File: src/rtl/core/wdwr_pkg.sv
package wdwr_pkg;

  localparam int TABLE_ENTRIES_DEF = 64;
  localparam int ID_W     = 16;
  localparam int LEVEL_W  = 8;
  localparam int WEIGHT_W = 16;
  localparam int COUNT_W  = 7;
  localparam int RAND_W   = 31;
  localparam int STATUS_W = 2;

  typedef enum logic [1:0] {
    OP_CLEAR = 2'd0,
    OP_LOAD  = 2'd1,
    OP_START = 2'd2,
    OP_DRAW  = 2'd3
  } op_t;

  typedef enum logic [1:0] {
    ST_OK    = 2'd0,
    ST_EMPTY = 2'd1,
    ST_FULL  = 2'd2,
    ST_DONE  = 2'd3
  } status_t;

  // Command flowing along the cell row, one hop per cycle.
  typedef enum logic [2:0] {
    CM_NONE  = 3'd0,
    CM_SUM   = 3'd1,
    CM_SCAN  = 3'd2,
    CM_LOAD  = 3'd3,
    CM_CLRRM = 3'd4
  } cmd_t;

  typedef struct packed {
    cmd_t               cmd;
    logic [ID_W-1:0]    id;
    logic [LEVEL_W-1:0] level;
    logic [WEIGHT_W-1:0] weight;
    logic [RAND_W-1:0]  acc;     // running sum or remaining random
    logic               found;   // scan hit or load resolved
    logic [ID_W-1:0]    hit_id;
    logic               ovw_only; // load into a full table: overwrite only
    logic               shift;   // load: insertion point passed, shift carried entry
    logic               sh_valid;
    logic [ID_W-1:0]    sh_id;
    logic [LEVEL_W-1:0] sh_level;
    logic [WEIGHT_W-1:0] sh_weight;
    logic               sh_rm;
  } beat_t;

endpackage

File: src/rtl/core/wdwr_mod.sv
module wdwr_mod (
  input  logic                        clk,
  input  logic                        rst_n,
  input  logic                        go,
  input  logic [wdwr_pkg::RAND_W-1:0] num,
  input  logic [wdwr_pkg::RAND_W-1:0] den,
  output logic                        done,
  output logic [wdwr_pkg::RAND_W-1:0] rem
);
  import wdwr_pkg::*;
  localparam int CW = $clog2(RAND_W + 1);

  logic [RAND_W:0]   rem_r, rem_nxt;
  logic [RAND_W-1:0] q_r, q_nxt;
  logic [RAND_W-1:0] den_r, den_nxt;
  logic [CW-1:0]     cnt_r, cnt_nxt;
  logic              busy_r, busy_nxt, done_r, done_nxt;
  logic [RAND_W:0]   trial;

  always_comb begin
    rem_nxt = rem_r; q_nxt = q_r; cnt_nxt = cnt_r; den_nxt = den_r;
    busy_nxt = busy_r; done_nxt = 1'b0;
    trial = {rem_r[RAND_W-1:0], q_r[RAND_W-1]};
    if (go) begin
      rem_nxt = '0; q_nxt = num; den_nxt = den; cnt_nxt = CW'(RAND_W); busy_nxt = 1'b1;
    end else if (busy_r) begin
      // one restoring step a cycle
      q_nxt = {q_r[RAND_W-2:0], 1'b0};
      if (trial >= {1'b0, den_r}) rem_nxt = trial - {1'b0, den_r};
      else rem_nxt = trial;
      cnt_nxt = cnt_r - CW'(1);
      if (cnt_r == CW'(1)) begin
        busy_nxt = 1'b0; done_nxt = 1'b1;
      end
    end
  end

  always_ff @(posedge clk) begin
    if (!rst_n) begin
      busy_r <= 1'b0; done_r <= 1'b0; cnt_r <= '0;
    end else begin
      busy_r <= busy_nxt; done_r <= done_nxt; cnt_r <= cnt_nxt;
    end
    rem_r <= rem_nxt;
    q_r   <= q_nxt;
    den_r <= den_nxt;
  end

  assign done = done_r;
  assign rem  = rem_r[RAND_W-1:0];
endmodule
File: config.mk
export PLATFORM = sky130hd
export DESIGN_NAME = wdwr_mod
export DESIGN_NICKNAME = d
export VERILOG_FILES = /design/src/rtl/core/wdwr_pkg.sv /design/src/rtl/core/wdwr_mod.sv
export SDC_FILE = /design/constraint.sdc
export NUM_CORES = 1
export LEC_CHECK = 0
export BUFFER_PORTS_ARGS = -buffer_cell sky130_fd_sc_hd__buf_2
export CORE_ASPECT_RATIO = 0.5
export CORE_MARGIN = 2
export CORE_UTILIZATION = 52
export CTS_CLUSTER_SIZE = 20
export DETAILED_ROUTE_END_ITERATION = 6
export GPL_TIMING_DRIVEN = 0
export PLACE_DENSITY = 0.83
export SYNTH_ARGS = -nofsm -noshare
export SYNTH_HDL_FRONTEND = slang
export SYNTH_SLANG_ARGS = --single-unit
File: constraint.sdc
create_clock -name clk -period 2.83 [get_ports clk]
set_clock_uncertainty 0.15 [all_clocks]
set_input_delay 0.4245 -clock clk [delete_from_list [all_inputs] [get_ports clk]]
set_output_delay 0.4245 -clock clk [all_outputs]
set_load 0.01 [all_outputs]
==> results of run 1 <==
==> critical path, delay by kind of cell, from the launching register on <==
family	cells	cell delay (ns)
fa+ha+maj	1	0.42
simple gates	4	1.18
buf+inv	2	0.32
flops	1	0.35
compound gates	4	0.60
==> final timing paths <==
kind	endpoint	slack, ns	depth (start not counted)
worst max-delay path	rem_r[1]	-0.31	11
worst min-delay path	den_r[6]	0.09	1
worst max register to register	rem_r[1]	-0.31	11
worst min register to register	rem_r[17]	0.38	2
==> flip-flops by register name, summed over array words and instances (netlist names) <==
name and count:
cnt_r 5, rem_r 31, busy_r 1, q_r 31
den_r 31, done 1
==> final cells by class <==
type / instances / area share
multi-input combinational: 425 / 0.439
timing repair buffer: 120 / 0.0960
clock inverter: 7 / 0.0134
sequential: 100 / 0.351
tap: 145 / 0.0243
buffer: 30 / 0.0238
inverter: 43 / 0.0221
clock buffer: 9 / 0.0302
==> cell usage after synthesis, drive strengths merged (8+ instances only) <==
cell / instances / area (um2)
edfxtp: 62 / 1860
nand2: 54 / 203
nor2: 51 / 191
inv: 43 / 161
a21oi: 41 / 209
dfxtp: 38 / 761
ha: 33 / 413
mux2: 31 / 349
clkbuf: 28 / 105
o21ai: 18 / 90.1
xnor2: 17 / 149
a311oi: 14 / 166
nand3: 12 / 60.1
o21a: 11 / 82.6
xor2: 10 / 87.6
a211oi: 9 / 67.6
nor3: 9 / 45.0
mux2i: 8 / 80.1
nor3b: 8 / 60.1
==> kinds of logic after synthesis <==
| logic type | Yosys count |
|---|---|
| xor gates and xnor gates | 27 |
| muxes | 39 |
| AOI/OAI and AO/OA | 141 |
| buffers and inverters | 77 |
| adders and majority gates | 34 |
| and+or+nand+nor | 184 |
| DFF | 100 |
==> where the power goes <==
part | switching, mW | internal [mW] | total (mW)
clock network | 0.630 | 0.723 | 1.35
registers | 0.0801 | 1.69 | 1.77
logic | 0.668 | 0.497 | 1.17
==> per-layer routing <==
| metal | routed length (um) | vias to the layer above | GRT usage |
|---|---|---|---|
| met5 | 0 | - | 0 |
| met4 | 436 | 0 | 0.103 |
| met3 | 1830 | 46 | 0.0765 |
| met2 | 8060 | 309 | 0.416 |
| met1 | 7080 | 2538 | 0.343 |
| li1 | - | 2464 | - |
==> timing repair <==
action | CTS | global route
cloned | 1 | 2
endpoints found under the setup margin | 70 | 31
buffers inserted | 11 | 10
pin swaps | 13 | 23
resized for setup | 35 | 44
==> flow_metrics.env, run 1 <==
export IMPL_setup_tns_ns=-6.62
export IMPL_seq_area_frac_synth=0.437
export IMPL_root_buffer="clkbuf_16"
export IMPL_regArea_um2=2620
export IMPL_hold_path_class="in -> reg"
export IMPL_antenna_found_initial=0
export IMPL_synth_cell_type_count=63
export IMPL_clkSlewWorstSetupHoldPaths_ns=0.08
export IMPL_synthMuxAreaShare=0.0715
export IMPL_hp_start="den[6]"
export IMPL_drt_wl_total_mm=17.4
export IMPL_violations="setup timing"
export IMPL_numCtsBuffers=9
export IMPL_h_tree_depth=3
export IMPL_place_area_um2=6660
export IMPL_syn_avg_cell_area_um2=9.97
export IMPL_multi_input_area_um2=3280
export IMPL_cp_start_kind="flop"
export IMPL_cts_hold_buf=0
export IMPL_drc_errors=0
export IMPL_gp_congestion=0.915
export IMPL_maxSlewViolCount=0
export IMPL_ios=97
export IMPL_place_ws_ns=-0.692
export IMPL_setup_viol=31
export IMPL_cp_required_ns=2.93
export IMPL_first_pass_iters=5
export IMPL_fmax_mhz=318
export IMPL_grt_max_degree=33
export IMPL_cp_end_kind="flop"
export IMPL_rsz0062_at_grt="true"
export IMPL_post_drt_via_cell_ratio=6.09
export IMPL_synthAdderAreaFrac=0.0722
export IMPL_grt_pass1_vias=4928
export IMPL_start_util=0.540
export IMPL_clock_latency_ns=0.35
export IMPL_synth_top_family_by_area="compound AO/OA/AOI/OAI gates"
export IMPL_path_cells="ha_1 -> and3_2 -> and4_4 -> a41oi_2 -> nand3_1 -> o211a_1 -> o31ai_4 -> buf_6 -> buf_4 -> or4b_4 -> o311ai_2"
export IMPL_drt_initial_drc_count=565
export IMPL_n_fill_cell=856
export IMPL_ys_flop_type="edfxtp_1"
export IMPL_async_flop_share=0
export IMPL_status="finished, violations left"
export IMPL_ant_nets=0
export IMPL_die_x_um=156
export IMPL_drv_cap=0
export IMPL_r2r_start="rem_r[8]"
export IMPL_yosys_register_bits=100
export IMPL_layout_nets=828
export IMPL_setup_slack_ns=-0.311
export IMPL_hold_viol=0
export IMPL_worstMarginPinSlew_ns=1.09
export IMPL_grt_usage=0.263
export IMPL_n_antenna_cell=0
export IMPL_whs_ns=0.0916
export IMPL_syn2layout_area_growth_pct=24.5
export IMPL_synth_compound_area_frac=0.171
export IMPL_critPathSlowestCell="or4b_4"
export IMPL_grt_first_pass_wirelength_mm=25.2
export IMPL_synth_simple_area_share=0.155
export IMPL_die_area_um2=12500
export IMPL_final_util=0.672
export IMPL_finalCritPeriodShare=1.11
export IMPL_power_density_nw_per_um2=574
export IMPL_p_total_mw=4.29
export IMPL_cp_startpoint="rem_r[8]"
export IMPL_hpwl_mm=11.2
export IMPL_clock_path_buffers=2
export IMPL_synthCells=602
export IMPL_core_area_um2=11100
export IMPL_crit_arrival_ns=3.24
export IMPL_row_count=27
export IMPL_die_y_um=80.0
export IMPL_fin_cells=879
export IMPL_critPathKind="reg -> reg"
export IMPL_clock_sinks=100
export IMPL_cts_tree="yes"
export IMPL_ys_warn_count=0
export IMPL_drive_gt1_frac=0.322
export IMPL_gr_total_overflow=0
export IMPL_routedWlPerCell_um=19.8
export IMPL_critPathMaxStageDelay_ns=0.49
export IMPL_slew_headroom=0.272
export IMPL_port_buffers=96
export IMPL_synth_fp_nets=701
export IMPL_synth_cell_area_um2=6000
export IMPL_final_area_um2=7470
export IMPL_via_count=5357
export IMPL_synth_edf_count=62
export IMPL_p_leak_nw=3.12
export IMPL_fin_crit_ns=3.14
export IMPL_max_vdd_ir_drop_uv=336
export IMPL_final_cell_mix="buf_2, edfxtp_1, nor2_1, inv_1, nand2_1"
export IMPL_worstPathMaxFanout=7
export IMPL_final_common_cell="buf_2"
export IMPL_placed_cells=843
export IMPL_synthXorXnorAreaFrac=0.0394
Note: power is estimated with default switching activity, not from simulation.
==> run 2, diff against run 1 <==
--- a/config.mk
+++ b/config.mk
@@ -8,11 +8,12 @@
 export BUFFER_PORTS_ARGS = -buffer_cell sky130_fd_sc_hd__buf_2
 export CORE_ASPECT_RATIO = 0.5
 export CORE_MARGIN = 2
-export CORE_UTILIZATION = 52
+export CORE_UTILIZATION = 53
+export CTS_BUF_LIST = sky130_fd_sc_hd__clkbuf_8
 export CTS_CLUSTER_SIZE = 20
 export DETAILED_ROUTE_END_ITERATION = 6
 export GPL_TIMING_DRIVEN = 0
-export PLACE_DENSITY = 0.83
+export PLACE_DENSITY = 0.85
 export SYNTH_ARGS = -nofsm -noshare
 export SYNTH_HDL_FRONTEND = slang
 export SYNTH_SLANG_ARGS = --single-unit
==> flow_metrics.env, run 2 (synthesis results as in run 1) <==
export IMPL_status="finished, violations left"
export IMPL_violations="setup timing"
export IMPL_worstPathMaxFanout=8
export IMPL_port_buffers=96
export IMPL_cts_hold_buf=0
export IMPL_cp_required_ns=2.98
export IMPL_setup_slack_ns=-0.272
export IMPL_clock_path_buffers=2
export IMPL_r2r_start="rem_r[1]"
export IMPL_clock_sinks=100
export IMPL_syn2layout_area_growth_pct=22.8
export IMPL_power_density_nw_per_um2=532
export IMPL_worstMarginPinSlew_ns=1.06
export IMPL_multi_input_area_um2=3350
export IMPL_maxSlewViolCount=0
export IMPL_routedWlPerCell_um=19.6
export IMPL_seq_power_share=0.453
export IMPL_row_count=27
export IMPL_clock_latency_ns=0.39
export IMPL_final_common_cell="buf_2"
export IMPL_gp_congestion=0.917
export IMPL_p_leak_nw=3.03
export IMPL_p_sw_frac=0.350
export IMPL_antenna_found_initial=0
export IMPL_intPower_mw=2.55
export IMPL_cts_tree="yes"
export IMPL_drc_errors=0
export IMPL_hold_path_class="in -> reg"
export IMPL_critPathKind="reg -> reg"
export IMPL_grt_pass1_vias=4987
export IMPL_hp_start="den[6]"
export IMPL_drt_wl_total_mm=17.1
export IMPL_grt_usage=0.264
export IMPL_drive_gt1_frac=0.331
export IMPL_grt_first_pass_wirelength_mm=24.8
export IMPL_hold_viol=0
export IMPL_final_util=0.669
export IMPL_cp_end_kind="flop"
export IMPL_p_clk_frac=0.249
export IMPL_core_area_um2=11000
export IMPL_hpwl_mm=11.5
export IMPL_cp_start_kind="flop"
export IMPL_post_drt_via_cell_ratio=6.13
export IMPL_finalCritPeriodShare=1.10
export IMPL_via_count=5343
export IMPL_p_comb_frac=0.299
export IMPL_root_buffer="clkbuf_8"
export IMPL_fin_crit_ns=3.10
export IMPL_die_x_um=154
export IMPL_first_pass_iters=5
export IMPL_setup_tns_ns=-5.22
export IMPL_drv_cap=0
export IMPL_ant_nets=0
export IMPL_place_ws_ns=-0.689
export IMPL_fmax_mhz=322
export IMPL_n_antenna_cell=0
export IMPL_h_tree_depth=3
export IMPL_final_cell_mix="buf_2, edfxtp_1, nor2_1, nand2_1, inv_1"
export IMPL_n_fill_cell=816
export IMPL_ios=97
export IMPL_p_sw_mw=1.37
export IMPL_crit_arrival_ns=3.26
export IMPL_start_util=0.545
export IMPL_cp_startpoint="rem_r[1]"
export IMPL_die_area_um2=12200
export IMPL_gr_total_overflow=0
export IMPL_die_y_um=79.2
export IMPL_drt_initial_drc_count=467
export IMPL_regArea_um2=2620
export IMPL_numCtsBuffers=9
export IMPL_slew_headroom=0.296
export IMPL_grt_max_degree=33
export IMPL_setup_viol=31
export IMPL_layout_nets=820
export IMPL_reg_top3="den_r (31), q_r (31), rem_r (31)"
export IMPL_max_vdd_ir_drop_uv=334
export IMPL_rsz0062_at_grt="true"
export IMPL_clkSlewWorstSetupHoldPaths_ns=0.12
[run 2: metrics by stage]
| stage | power [mW] | cell area [um2] | cells | hold WS [ns] |
|---|---|---|---|---|
| floorplan | 2.47 | 6000 | 602 | 0.373 |
| global placement | 2.73 | 6660 | 843 | 0.357 |
| detailed placement | 2.77 | 6660 | 843 | 0.361 |
| CTS | 3.79 | 7080 | 868 | 0.0350 |
| global route | 4.07 | 7370 | 871 | 0.0331 |
| finish | 3.92 | 7370 | 871 | 0.0470 |
[run 2: power by group through the flow]
stage | logic [mW] | registers (mW) | clock network, mW
5_1_grt | 1.26 | 1.78 | 1.03
6_report | 1.17 | 1.77 | 0.974
3_3_place_gp | 0.936 | 1.79 | 0
2_1_floorplan | 0.680 | 1.79 | 0
3_5_place_dp | 0.971 | 1.80 | 0
4_1_cts | 1.04 | 1.77 | 0.989
[run 2: cell type report]
cell class | count | area share
Clock buffer | 9 | 0.0168
Tap cell | 145 | 0.0246
Inverter | 43 | 0.0224
Multi-Input combinational cell | 425 | 0.454
Timing Repair Buffer | 116 | 0.0937
Sequential cell | 100 | 0.356
Buffer | 26 | 0.0204
Clock inverter | 7 | 0.0121
[run 2: worst max-delay path, stage by stage, from the launching register on]
cell and delay (ns):
dfxtp_1 0.37, ha_1 0.40, nor2b_4 0.16, o31a_1 0.28, o311ai_4 0.32, nand3_1 0.13, o211a_1 0.22, o31a_4 0.42
buf_12 0.16, and3_4 0.18, nor4_4 0.22
[run 2: timing repair]
action | in CTS | in global routing
resized for setup | 38 | 51
endpoints found under the hold margin | 0 | 0
pin swaps | 19 | 23
gates cloned | 1 | 1
setup endpoints to repair | 62 | 71
buffers inserted | 8 | 12
[run 2: routing by layer]
layer,vias up,share of wire,GRT usage
li1,2451,-,-
met1,2516,0.41,0.334
met2,314,0.45,0.417
met3,62,0.10,0.0884
met4,0,0.034,0.114
met5,-,0,0
[run 2: worst paths after layout]
path | to | slack (ns) | depth (start not counted)
setup reg to reg | rem_r[11] | -0.27 | 10
hold / removal | den_r[6] | 0.05 | 1
setup / recovery | rem_r[11] | -0.27 | 10
hold reg to reg | rem_r[28] | 0.37 | 2
