<file path="src/rtl/core/wdwr_pkg.sv">
package wdwr_pkg;

  localparam int TABLE_ENTRIES_DEF = 64;
  localparam int ID_W     = 16;
  localparam int LEVEL_W  = 8;
  localparam int WEIGHT_W = 16;
  localparam int COUNT_W  = 7;
  localparam int RAND_W   = 31;
  localparam int STATUS_W = 2;

  typedef enum logic [1:0] {
    OP_CLEAR = 2'd0,
    OP_LOAD  = 2'd1,
    OP_START = 2'd2,
    OP_DRAW  = 2'd3
  } op_t;

  typedef enum logic [1:0] {
    ST_OK    = 2'd0,
    ST_EMPTY = 2'd1,
    ST_FULL  = 2'd2,
    ST_DONE  = 2'd3
  } status_t;

  // Command flowing along the cell row, one hop per cycle.
  typedef enum logic [2:0] {
    CM_NONE  = 3'd0,
    CM_SUM   = 3'd1,
    CM_SCAN  = 3'd2,
    CM_LOAD  = 3'd3,
    CM_CLRRM = 3'd4
  } cmd_t;

  typedef struct packed {
    cmd_t               cmd;
    logic [ID_W-1:0]    id;
    logic [LEVEL_W-1:0] level;
    logic [WEIGHT_W-1:0] weight;
    logic [RAND_W-1:0]  acc;     // running sum or remaining random
    logic               found;   // scan hit or load resolved
    logic [ID_W-1:0]    hit_id;
    logic               ovw_only; // load into a full table: overwrite only
    logic               shift;   // load: insertion point passed, shift carried entry
    logic               sh_valid;
    logic [ID_W-1:0]    sh_id;
    logic [LEVEL_W-1:0] sh_level;
    logic [WEIGHT_W-1:0] sh_weight;
    logic               sh_rm;
  } beat_t;

endpackage

</file>
<file path="src/rtl/core/wdwr_cell.sv">
module wdwr_cell (
  input  logic                  clk,
  input  logic                  rst_n,
  input  logic [7:0]            elig_level,
  input  logic                  clear_all,
  input  wdwr_pkg::beat_t       beat_in,
  output wdwr_pkg::beat_t       beat_out
);
  import wdwr_pkg::*;

  logic                valid_r, valid_nxt;
  logic                rm_r, rm_nxt;
  logic [ID_W-1:0]     id_r, id_nxt;
  logic [LEVEL_W-1:0]  lvl_r, lvl_nxt;
  logic [WEIGHT_W-1:0] wt_r, wt_nxt;
  beat_t               out_nxt, beat_r;
  logic                qual;

  assign qual = valid_r && !rm_r && (lvl_r == elig_level) && (wt_r != '0);

  always_comb begin
    out_nxt   = beat_in;
    valid_nxt = valid_r;
    rm_nxt    = rm_r;
    id_nxt    = id_r;
    lvl_nxt   = lvl_r;
    wt_nxt    = wt_r;
    unique case (beat_in.cmd)
      CM_SUM: begin
        if (qual) out_nxt.acc = beat_in.acc + RAND_W'(wt_r);
      end
      CM_SCAN: begin
        if (qual && !beat_in.found) begin
          if (beat_in.acc < RAND_W'(wt_r)) begin
            out_nxt.found  = 1'b1;
            out_nxt.hit_id = id_r;
            rm_nxt         = 1'b1;
          end else begin
            out_nxt.acc = beat_in.acc - RAND_W'(wt_r);
          end
        end
      end
      CM_CLRRM: rm_nxt = 1'b0;
      CM_LOAD: begin
        if (beat_in.shift) begin
          // carry the displaced entry one slot along
          valid_nxt = beat_in.sh_valid;
          id_nxt    = beat_in.sh_id;
          lvl_nxt   = beat_in.sh_level;
          wt_nxt    = beat_in.sh_weight;
          rm_nxt    = beat_in.sh_rm;
          out_nxt.sh_valid  = valid_r;
          out_nxt.sh_id     = id_r;
          out_nxt.sh_level  = lvl_r;
          out_nxt.sh_weight = wt_r;
          out_nxt.sh_rm     = rm_r;
          if (!beat_in.sh_valid) out_nxt.shift = 1'b0;
        end else if (!beat_in.found) begin
          if (!valid_r) begin
            valid_nxt = 1'b1;
            id_nxt = beat_in.id; lvl_nxt = beat_in.level; wt_nxt = beat_in.weight;
            rm_nxt = 1'b0;
            out_nxt.found = 1'b1;
            out_nxt.acc   = RAND_W'(1);   // inserted new entry
          end else if (id_r == beat_in.id) begin
            lvl_nxt = beat_in.level; wt_nxt = beat_in.weight;
            out_nxt.found = 1'b1;
          end else if (id_r > beat_in.id && !beat_in.ovw_only) begin
            id_nxt = beat_in.id; lvl_nxt = beat_in.level; wt_nxt = beat_in.weight;
            rm_nxt = 1'b0;
            out_nxt.found     = 1'b1;
            out_nxt.acc       = RAND_W'(1);
            out_nxt.shift     = 1'b1;
            out_nxt.sh_valid  = 1'b1;
            out_nxt.sh_id     = id_r;
            out_nxt.sh_level  = lvl_r;
            out_nxt.sh_weight = wt_r;
            out_nxt.sh_rm     = rm_r;
          end
        end
      end
      default: ;
    endcase
    if (clear_all) begin
      valid_nxt = 1'b0;
      rm_nxt    = 1'b0;
    end
  end

  always_ff @(posedge clk) begin
    if (!rst_n) begin
      valid_r    <= 1'b0;
      rm_r       <= 1'b0;
      beat_r.cmd <= CM_NONE;
    end else begin
      valid_r <= valid_nxt;
      rm_r    <= rm_nxt;
      beat_r  <= out_nxt;
    end
    id_r  <= id_nxt;
    lvl_r <= lvl_nxt;
    wt_r  <= wt_nxt;
  end

  assign beat_out = beat_r;
endmodule

</file>
<file path="config.mk">
export PLATFORM = sky130hd
export DESIGN_NAME = wdwr_cell
export DESIGN_NICKNAME = d
export VERILOG_FILES = /design/src/rtl/core/wdwr_pkg.sv /design/src/rtl/core/wdwr_cell.sv
export SDC_FILE = /design/constraint.sdc
export NUM_CORES = 1
export LEC_CHECK = 0
export BUFFER_PORTS_ARGS = -buffer_cell sky130_fd_sc_hd__buf_2
export CAP_MARGIN = 20
export CORE_UTILIZATION = 53
export CTS_BUF_LIST = sky130_fd_sc_hd__clkbuf_8 sky130_fd_sc_hd__clkbuf_16
export DETAILED_ROUTE_END_ITERATION = 10
export GPL_TIMING_DRIVEN = 0
export PLACE_DENSITY_LB_ADDON = 0.1
export SLEW_MARGIN = 10
export SYNTH_ARGS = -nofsm -noshare
export SYNTH_HDL_FRONTEND = slang
export SYNTH_SLANG_ARGS = --single-unit
</file>
<file path="constraint.sdc">
create_clock -name clk -period 4.58 [get_ports clk]
set_clock_uncertainty 0.1 [all_clocks]
set_input_delay 0.229 -clock clk [delete_from_list [all_inputs] [get_ports clk]]
set_output_delay 0.229 -clock clk [all_outputs]
set_load 0.02 [all_outputs]
</file>
==> qor.txt, run 1 <==
CTS Buf Count = 17
FF-to-FF Start = wt_r[0]
Top delay family on crit path = compound AO/OA/AOI/OAI gates
WL/cell = 20.13 um
num rows = 50
die height = 140.2 um
Non-Filler Instances = 1560
Crit Path Category = register to register
first-pass GRT wire length = 47.99 mm
R2R Path End = beat_out[81]
crit share post-route = 88.67%
largest net degree at the start of global routing = 81
Distinct cells, synth = 70
initial antenna violation count = 1
P per Cell Area = 320.2 nW/um2
CP peak stage delay = 0.86 ns
hpwl dp = 22.47 mm
Max-slew headroom = 37.70%
most used cell, CP = nand3_1
met1 Track Usage GR = 39.73%
global route hottest layer = met2
reg2reg setup slack = 0.52 ns
placed insts = 1430
CTS tree = built
Net Count, Synth = 1117
sequential share of the synthesized area = 52.03%
Post-synth EDFFs = 172
Worst setup SP type = register
post-layout net count = 1507
Port Buf Inserts = 274
Worst EP arrival = 4.28 ns
Synth-to-Final Area Change = 32.54%
Hold Path Depth = 3
CP endpoint = beat_out[81]
Final min period = 4.061 ns
final wirelength = 31.40 mm
CTS H-Tree Depth = 4
most common cell after layout, fill and taps aside = buf_2
status = complete, no violations
Layout fillers = 1363
Final Util = 71.71%
final setup vio count = 0
die area = 19650 um2
Hold Path Class = primary input to register
crit-path max FO = 5
vias = 9104
syn avg cell area = 10.99 um2
share of cells above drive strength 1 = 30.29%
GRT Total Usage = 32.05%
core area = 18710 um2
CTS root buf = clkbuf_16
Crit. End Element = register
Final Max Tran Viols = 0
worst r2r path cells = 12
GR Overflow Total = 0
Routed Antenna Nets = 0
Setup crit start = wt_r[0]
clk_lat worst skew = 0.45 ns
final RePlAce weighted congestion = 0.9768
Leak = 5.536 nW
most frequent cells in the layout = 280 x buf_2, 172 x edfxtp_1, 95 x dlygate4sd3_1, 88 x nand2_1, 69 x o21ai_0
yosys warns = 0
Peak VDD IR = 0.2441 mV
critical path depth = 12
vias in the first global route = 8867
RSZ-0062 raised after global routing = no
met2 Usage GRT = 55.61%
drt via density = 5.836
Yosys reg bits = 177
clock sinks = 177
DR pass1 iterations = 5
maxcap violations = 0
# DRC = 0
Max Clk Rate = 246.2 MHz
Crit path buffers/inverters = 1
Netlist Area Pre-Place = 10120 um2
power after layout = 4.295 mW
M3 GR Usage = 7.077%
critical path's slowest cell = o41ai_1
asr flop ratio synth = 0%
final hold vios = 0
cell chain of the critical path = ha_1 -> inv_1 -> fa_1 -> a21oi_1 -> o22ai_1 -> nand3_1 -> o21ai_0 -> o41ai_1 -> o211ai_1 -> or4_1 -> o21a_1 -> nand3_1
Sum Neg Setup Slack = 0 ns
Post-Synthesis Cells = 921
CP required = 4.79 ns
chip width = 140.2 um
prevailing post-synth register cell = edfxtp_1
io pins = 281
CTS Buffer Depth = 2
Initial Util = 54.10%
Initial DRC Count = 761
actual slew at the worst max-slew pin = 0.9224 ns
Reg clk slew, reported paths = 0.08 ns
-- worst min-delay path by stage --
stage / from / endpoint / slack [ns]
final: beat_in[37] / id_r[12] / 0.009
after global routing: beat_in[21] / beat_out[21] / 0.005
after CTS: beat_in[18] / lvl_r[1] / 0.0009
after detailed placement: beat_in[107] / beat_out[107] / 0.32
after global placement: beat_in[92] / beat_out[92] / 0.32
after floorplan: beat_in[100] / beat_out[100] / 0.23
-- through the flow --
| step | hold WS, ns | area [um2] | setup slack [ns] |
|---|---|---|---|
| after floorplan | 0.2279 | 10120 | 1.199 |
| after global placement | 0.3208 | 11780 | 0.5710 |
| after detailed placement | 0.3209 | 11830 | 0.5758 |
| after CTS | 0.0009193 | 13400 | 0.5626 |
| after global routing | 0.005305 | 13410 | 0.2604 |
| final | 0.008981 | 13410 | 0.5188 |
-- state kept, by name (all words and copies together) (netlist names) --
register,cells
lvl_r,8
id_r,16
rm_r,1
valid_r,1
beat_out,135
wt_r,16
-- cell usage after synthesis (4+ instances only) --
cell type | number | share of area [%]
a211oi_1 | 7 | 0.52
a21o_1 | 10 | 0.74
a21oi_1 | 57 | 2.8
a221o_1 | 8 | 0.79
a221oi_1 | 6 | 0.52
a22o_1 | 5 | 0.43
a31oi_1 | 9 | 0.56
a41oi_1 | 4 | 0.35
and2_1 | 10 | 0.62
and3_1 | 5 | 0.31
buf_1 | 4 | 0.15
buf_2 | 7 | 0.35
clkbuf_1 | 32 | 1.2
dfxtp_1 | 5 | 0.99
edfxtp_1 | 172 | 51
ha_1 | 48 | 5.9
inv_1 | 50 | 1.9
mux2_2 | 67 | 7.5
nand2_1 | 88 | 3.3
nand2b_1 | 13 | 0.80
nand3_1 | 16 | 0.79
nand4_1 | 9 | 0.56
nor2_1 | 64 | 2.4
nor2b_1 | 7 | 0.43
nor3_1 | 20 | 0.99
nor4_1 | 10 | 0.62
o211ai_1 | 13 | 0.96
o21a_1 | 7 | 0.52
o21ai_0 | 69 | 3.4
o21bai_1 | 5 | 0.37
o221ai_1 | 4 | 0.35
o22ai_1 | 4 | 0.25
or3_1 | 7 | 0.43
or4_1 | 7 | 0.52
xnor2_1 | 9 | 0.78
xor2_1 | 9 | 0.78
-- what timing repair did --
action	4_1_cts	5_1_grt
hold endpoints to repair	103	0
buffers inserted	0	0
hold buffers	95	0
setup endpoints to repair	0	0
resized for setup	0	0
-- cells by family (layout without fill, tap and decap cells) --
| logic type | Yosys count | in the layout | synth area share [%] |
|---|---|---|---|
| xor+xnor | 18 | 18 | 1.558 |
| mux | 67 | 67 | 7.455 |
| flops | 177 | 177 | 52.03 |
| buf+inv | 97 | 500 | 3.944 |
| other cells | 0 | 2 | 0 |
| fa+ha+maj | 50 | 50 | 6.330 |
| compound gates | 239 | 239 | 15.48 |
| simple gates | 273 | 273 | 13.20 |
-- where the power goes --
part / internal, mW / switching [mW]
registers: 1.90 / 0.0334
logic: 0.317 / 0.477
clock network: 0.799 / 0.766
total: 3.02 / 1.28
-- layout make-up --
type	count	area, um2	area share [%]
well taps	234	292.8	2.183
flip-flops and latches	177	5265	39.25
clock inverters	15	201.4	1.502
multi-input cells	647	4463	33.27
plain buffers	47	211.5	1.576
repair buffers	371	2361	17.60
inverters	50	187.7	1.399
diodes	2	5.005	0.03731
clock buffers	17	425.4	3.172
-- tightest hold or removal path, stage by stage --
cell and delay, ns:
buf_2 0.09, nand2_1 0.05, o21ai_0 0.07
-- per-layer routing --
metal  vias up  part of all wire [%]
met2       461                    50
li1       4259                     -
met5         -                     0
met3        51                   7.7
met4         0                   2.3
met1      4333                    40
Note: power is estimated with default switching activity, not from simulation.
==> inputs of run 2 (changes only) <==
--- a/config.mk
+++ b/config.mk
@@ -12,4 +12,5 @@
 export DETAILED_ROUTE_END_ITERATION = 10
 export GPL_TIMING_DRIVEN = 0
+export HOLD_SLACK_MARGIN = 0.05
 export PLACE_DENSITY_LB_ADDON = 0.1
 export SLEW_MARGIN = 10
==> constraint.sdc (replaced) <==
create_clock -name clk -period 4.58 [get_ports clk]
set_clock_uncertainty 0.1 [all_clocks]
set_input_delay 0 -clock clk [delete_from_list [all_inputs] [get_ports clk]]
set_output_delay 0 -clock clk [all_outputs]
set_load 0.02 [all_outputs]
==> qor.txt, run 2 (same netlist as run 1, synthesis figures left out) <==
Sum Neg Setup Slack = 0 ns
CTS tree = built
drt via density = 5.821
final setup vio count = 0
FF-to-FF Start = wt_r[2]
status = complete, no violations
maxcap violations = 0
Initial DRC Count = 943
crit-path max FO = 7
die height = 140.2 um
final RePlAce weighted congestion = 0.9768
hold wc startpoint = beat_in[42]
R2R Path End = beat_out[85]
Top delay family on crit path = compound AO/OA/AOI/OAI gates
post-layout net count = 1554
final wirelength = 32.78 mm
WL/cell = 20.42 um
Crit. End Element = register
GR Overflow Total = 0
Max Clk Rate = 233.5 MHz
area post-placement = 11830 um2
Port Buf Inserts = 274
Worst setup SP type = register
CTS H-Tree Depth = 4
critical path's slowest cell = a211oi_1
Max-slew headroom = 40.44%
max reg flops = 135
Hold Path Class = primary input to register
clock network fraction of total power = 36.2%
Routed Antenna Nets = 0
vias in the first global route = 9124
clk_lat worst skew = 0.45 ns
Crit path buffers/inverters = 3
Inserted Diodes = 0
register area = 5265 um2
P_sw = 1.299 mW
final hold vios = 0
CTS Buf Count = 17
area of the multi-input gates = 4477 um2
CP peak stage delay = 0.79 ns
vias = 9343
clock sinks = 177
most common cell after layout, fill and taps aside = buf_2
DR pass1 iterations = 7
Hold Path Depth = 3
cell chain of the critical path = inv_1 -> ha_1 -> clkbuf_1 -> nor2b_1 -> o21ai_0 -> a21oi_1 -> a221oi_2 -> a211oi_1 -> o21ai_0 -> nor2_1 -> a311oi_1 -> a21oi_1 -> dlygate4sd3_1
share of cells above drive strength 1 = 29.39%
Final Max Tran Viols = 0
Pint = 3.046 mW
hpwl dp = 22.47 mm
worst r2r path cells = 13
Initial Util = 54.10%
switch share = 29.89%
# DRC = 0
reg2reg setup slack = 0.30 ns
Worst EP arrival = 4.50 ns
sequential share of power = 44.6%
Comb pwr share = 19.2%
RSZ-0062 raised after global routing = no
first-pass GRT wire length = 49.58 mm
Final min period = 4.283 ns
Final Util = 74.27%
post-route cell area = 13890 um2
Layout fillers = 1311
core area = 18710 um2
Leak = 5.741 nW
initial antenna violation count = 0
Synth-to-Final Area Change = 37.28%
Hold Crit Endpoint = beat_out[41]
GRT Total Usage = 33.16%
crit share post-route = 93.52%
most frequent cells in the layout = 280 x buf_2, 172 x edfxtp_1, 142 x dlygate4sd3_1, 88 x nand2_1, 69 x o21ai_0
Peak VDD IR = 0.2475 mV
io pins = 281
CTS root buf = clkbuf_16
die area = 19650 um2
CP required = 4.80 ns
num rows = 50
P per Cell Area = 312.7 nW/um2
Reg clk slew, reported paths = 0.09 ns
Crit Path Category = register to register
hold slack = 0.1096 ns
CTS Buffer Depth = 2
chip width = 140.2 um
largest net degree at the start of global routing = 81
actual slew at the worst max-slew pin = 0.8881 ns
power after layout = 4.345 mW
-- run 2: worst min-delay path, delay by kind of cell --
| family | cells | cell delay, ns |
|---|---|---|
| AO/OA/AOI/OAI | 1 | 0.11 |
| AND/OR/NAND/NOR | 1 | 0.17 |
| buffers and inverters | 1 | 0.20 |
-- run 2: final cells by class --
| cell class | count | area share, % |
|---|---|---|
| Clock buffer | 17 | 3.062 |
| Multi-Input combinational cell | 647 | 32.23 |
| Tap cell | 234 | 2.108 |
| Timing Repair Buffer | 418 | 20.38 |
| Inverter | 50 | 1.351 |
| Buffer | 47 | 1.522 |
| Clock inverter | 15 | 1.450 |
| Sequential cell | 177 | 37.90 |
-- run 2: worst max-delay path by stage --
stage                         endpoint  startpoint  depth (start not counted)
after floorplan           beat_out[90]     wt_r[4]                         12
after global placement        wt_r[11]    id_r[14]                          8
after detailed placement  beat_out[90]     wt_r[4]                         12
after CTS                 beat_out[85]     wt_r[0]                         12
after global routing      beat_out[85]     wt_r[2]                         13
final                     beat_out[85]     wt_r[2]                         13
-- run 2: layer usage --
layer	wire length (um)	track usage [%]	share of wire, %	vias up
met5	0	0	0	-
met4	623	9.890	1.9	0
met3	2302	6.769	7.0	55
met2	16660	59.00	51	456
met1	13200	40.48	40	4487
li1	-	-	-	4345
-- run 2: per-stage QoR --
stage,setup WS [ns],cells
floorplan,1.199,921
global placement,0.5710,1429
detailed placement,0.5758,1430
CTS,0.1060,1604
global route,0.1308,1605
finish,0.2970,1605
-- run 2: power groups by stage --
stage | logic [mW] | registers, mW | clock network, mW
floorplan | 0.304 | 2.09 | 0
finish | 0.836 | 1.94 | 1.57
global route | 0.891 | 1.95 | 1.63
CTS | 0.814 | 1.93 | 1.57
detailed placement | 0.716 | 1.97 | 0
global placement | 0.705 | 1.97 | 0
-- run 2: repair_timing --
action / CTS / global route
endpoints found under the setup margin: 0 / 1
hold buffers: 142 / 0
resized for setup: 0 / 2
setup buffers: 0 / 0
hold endpoints to repair: 232 / 0
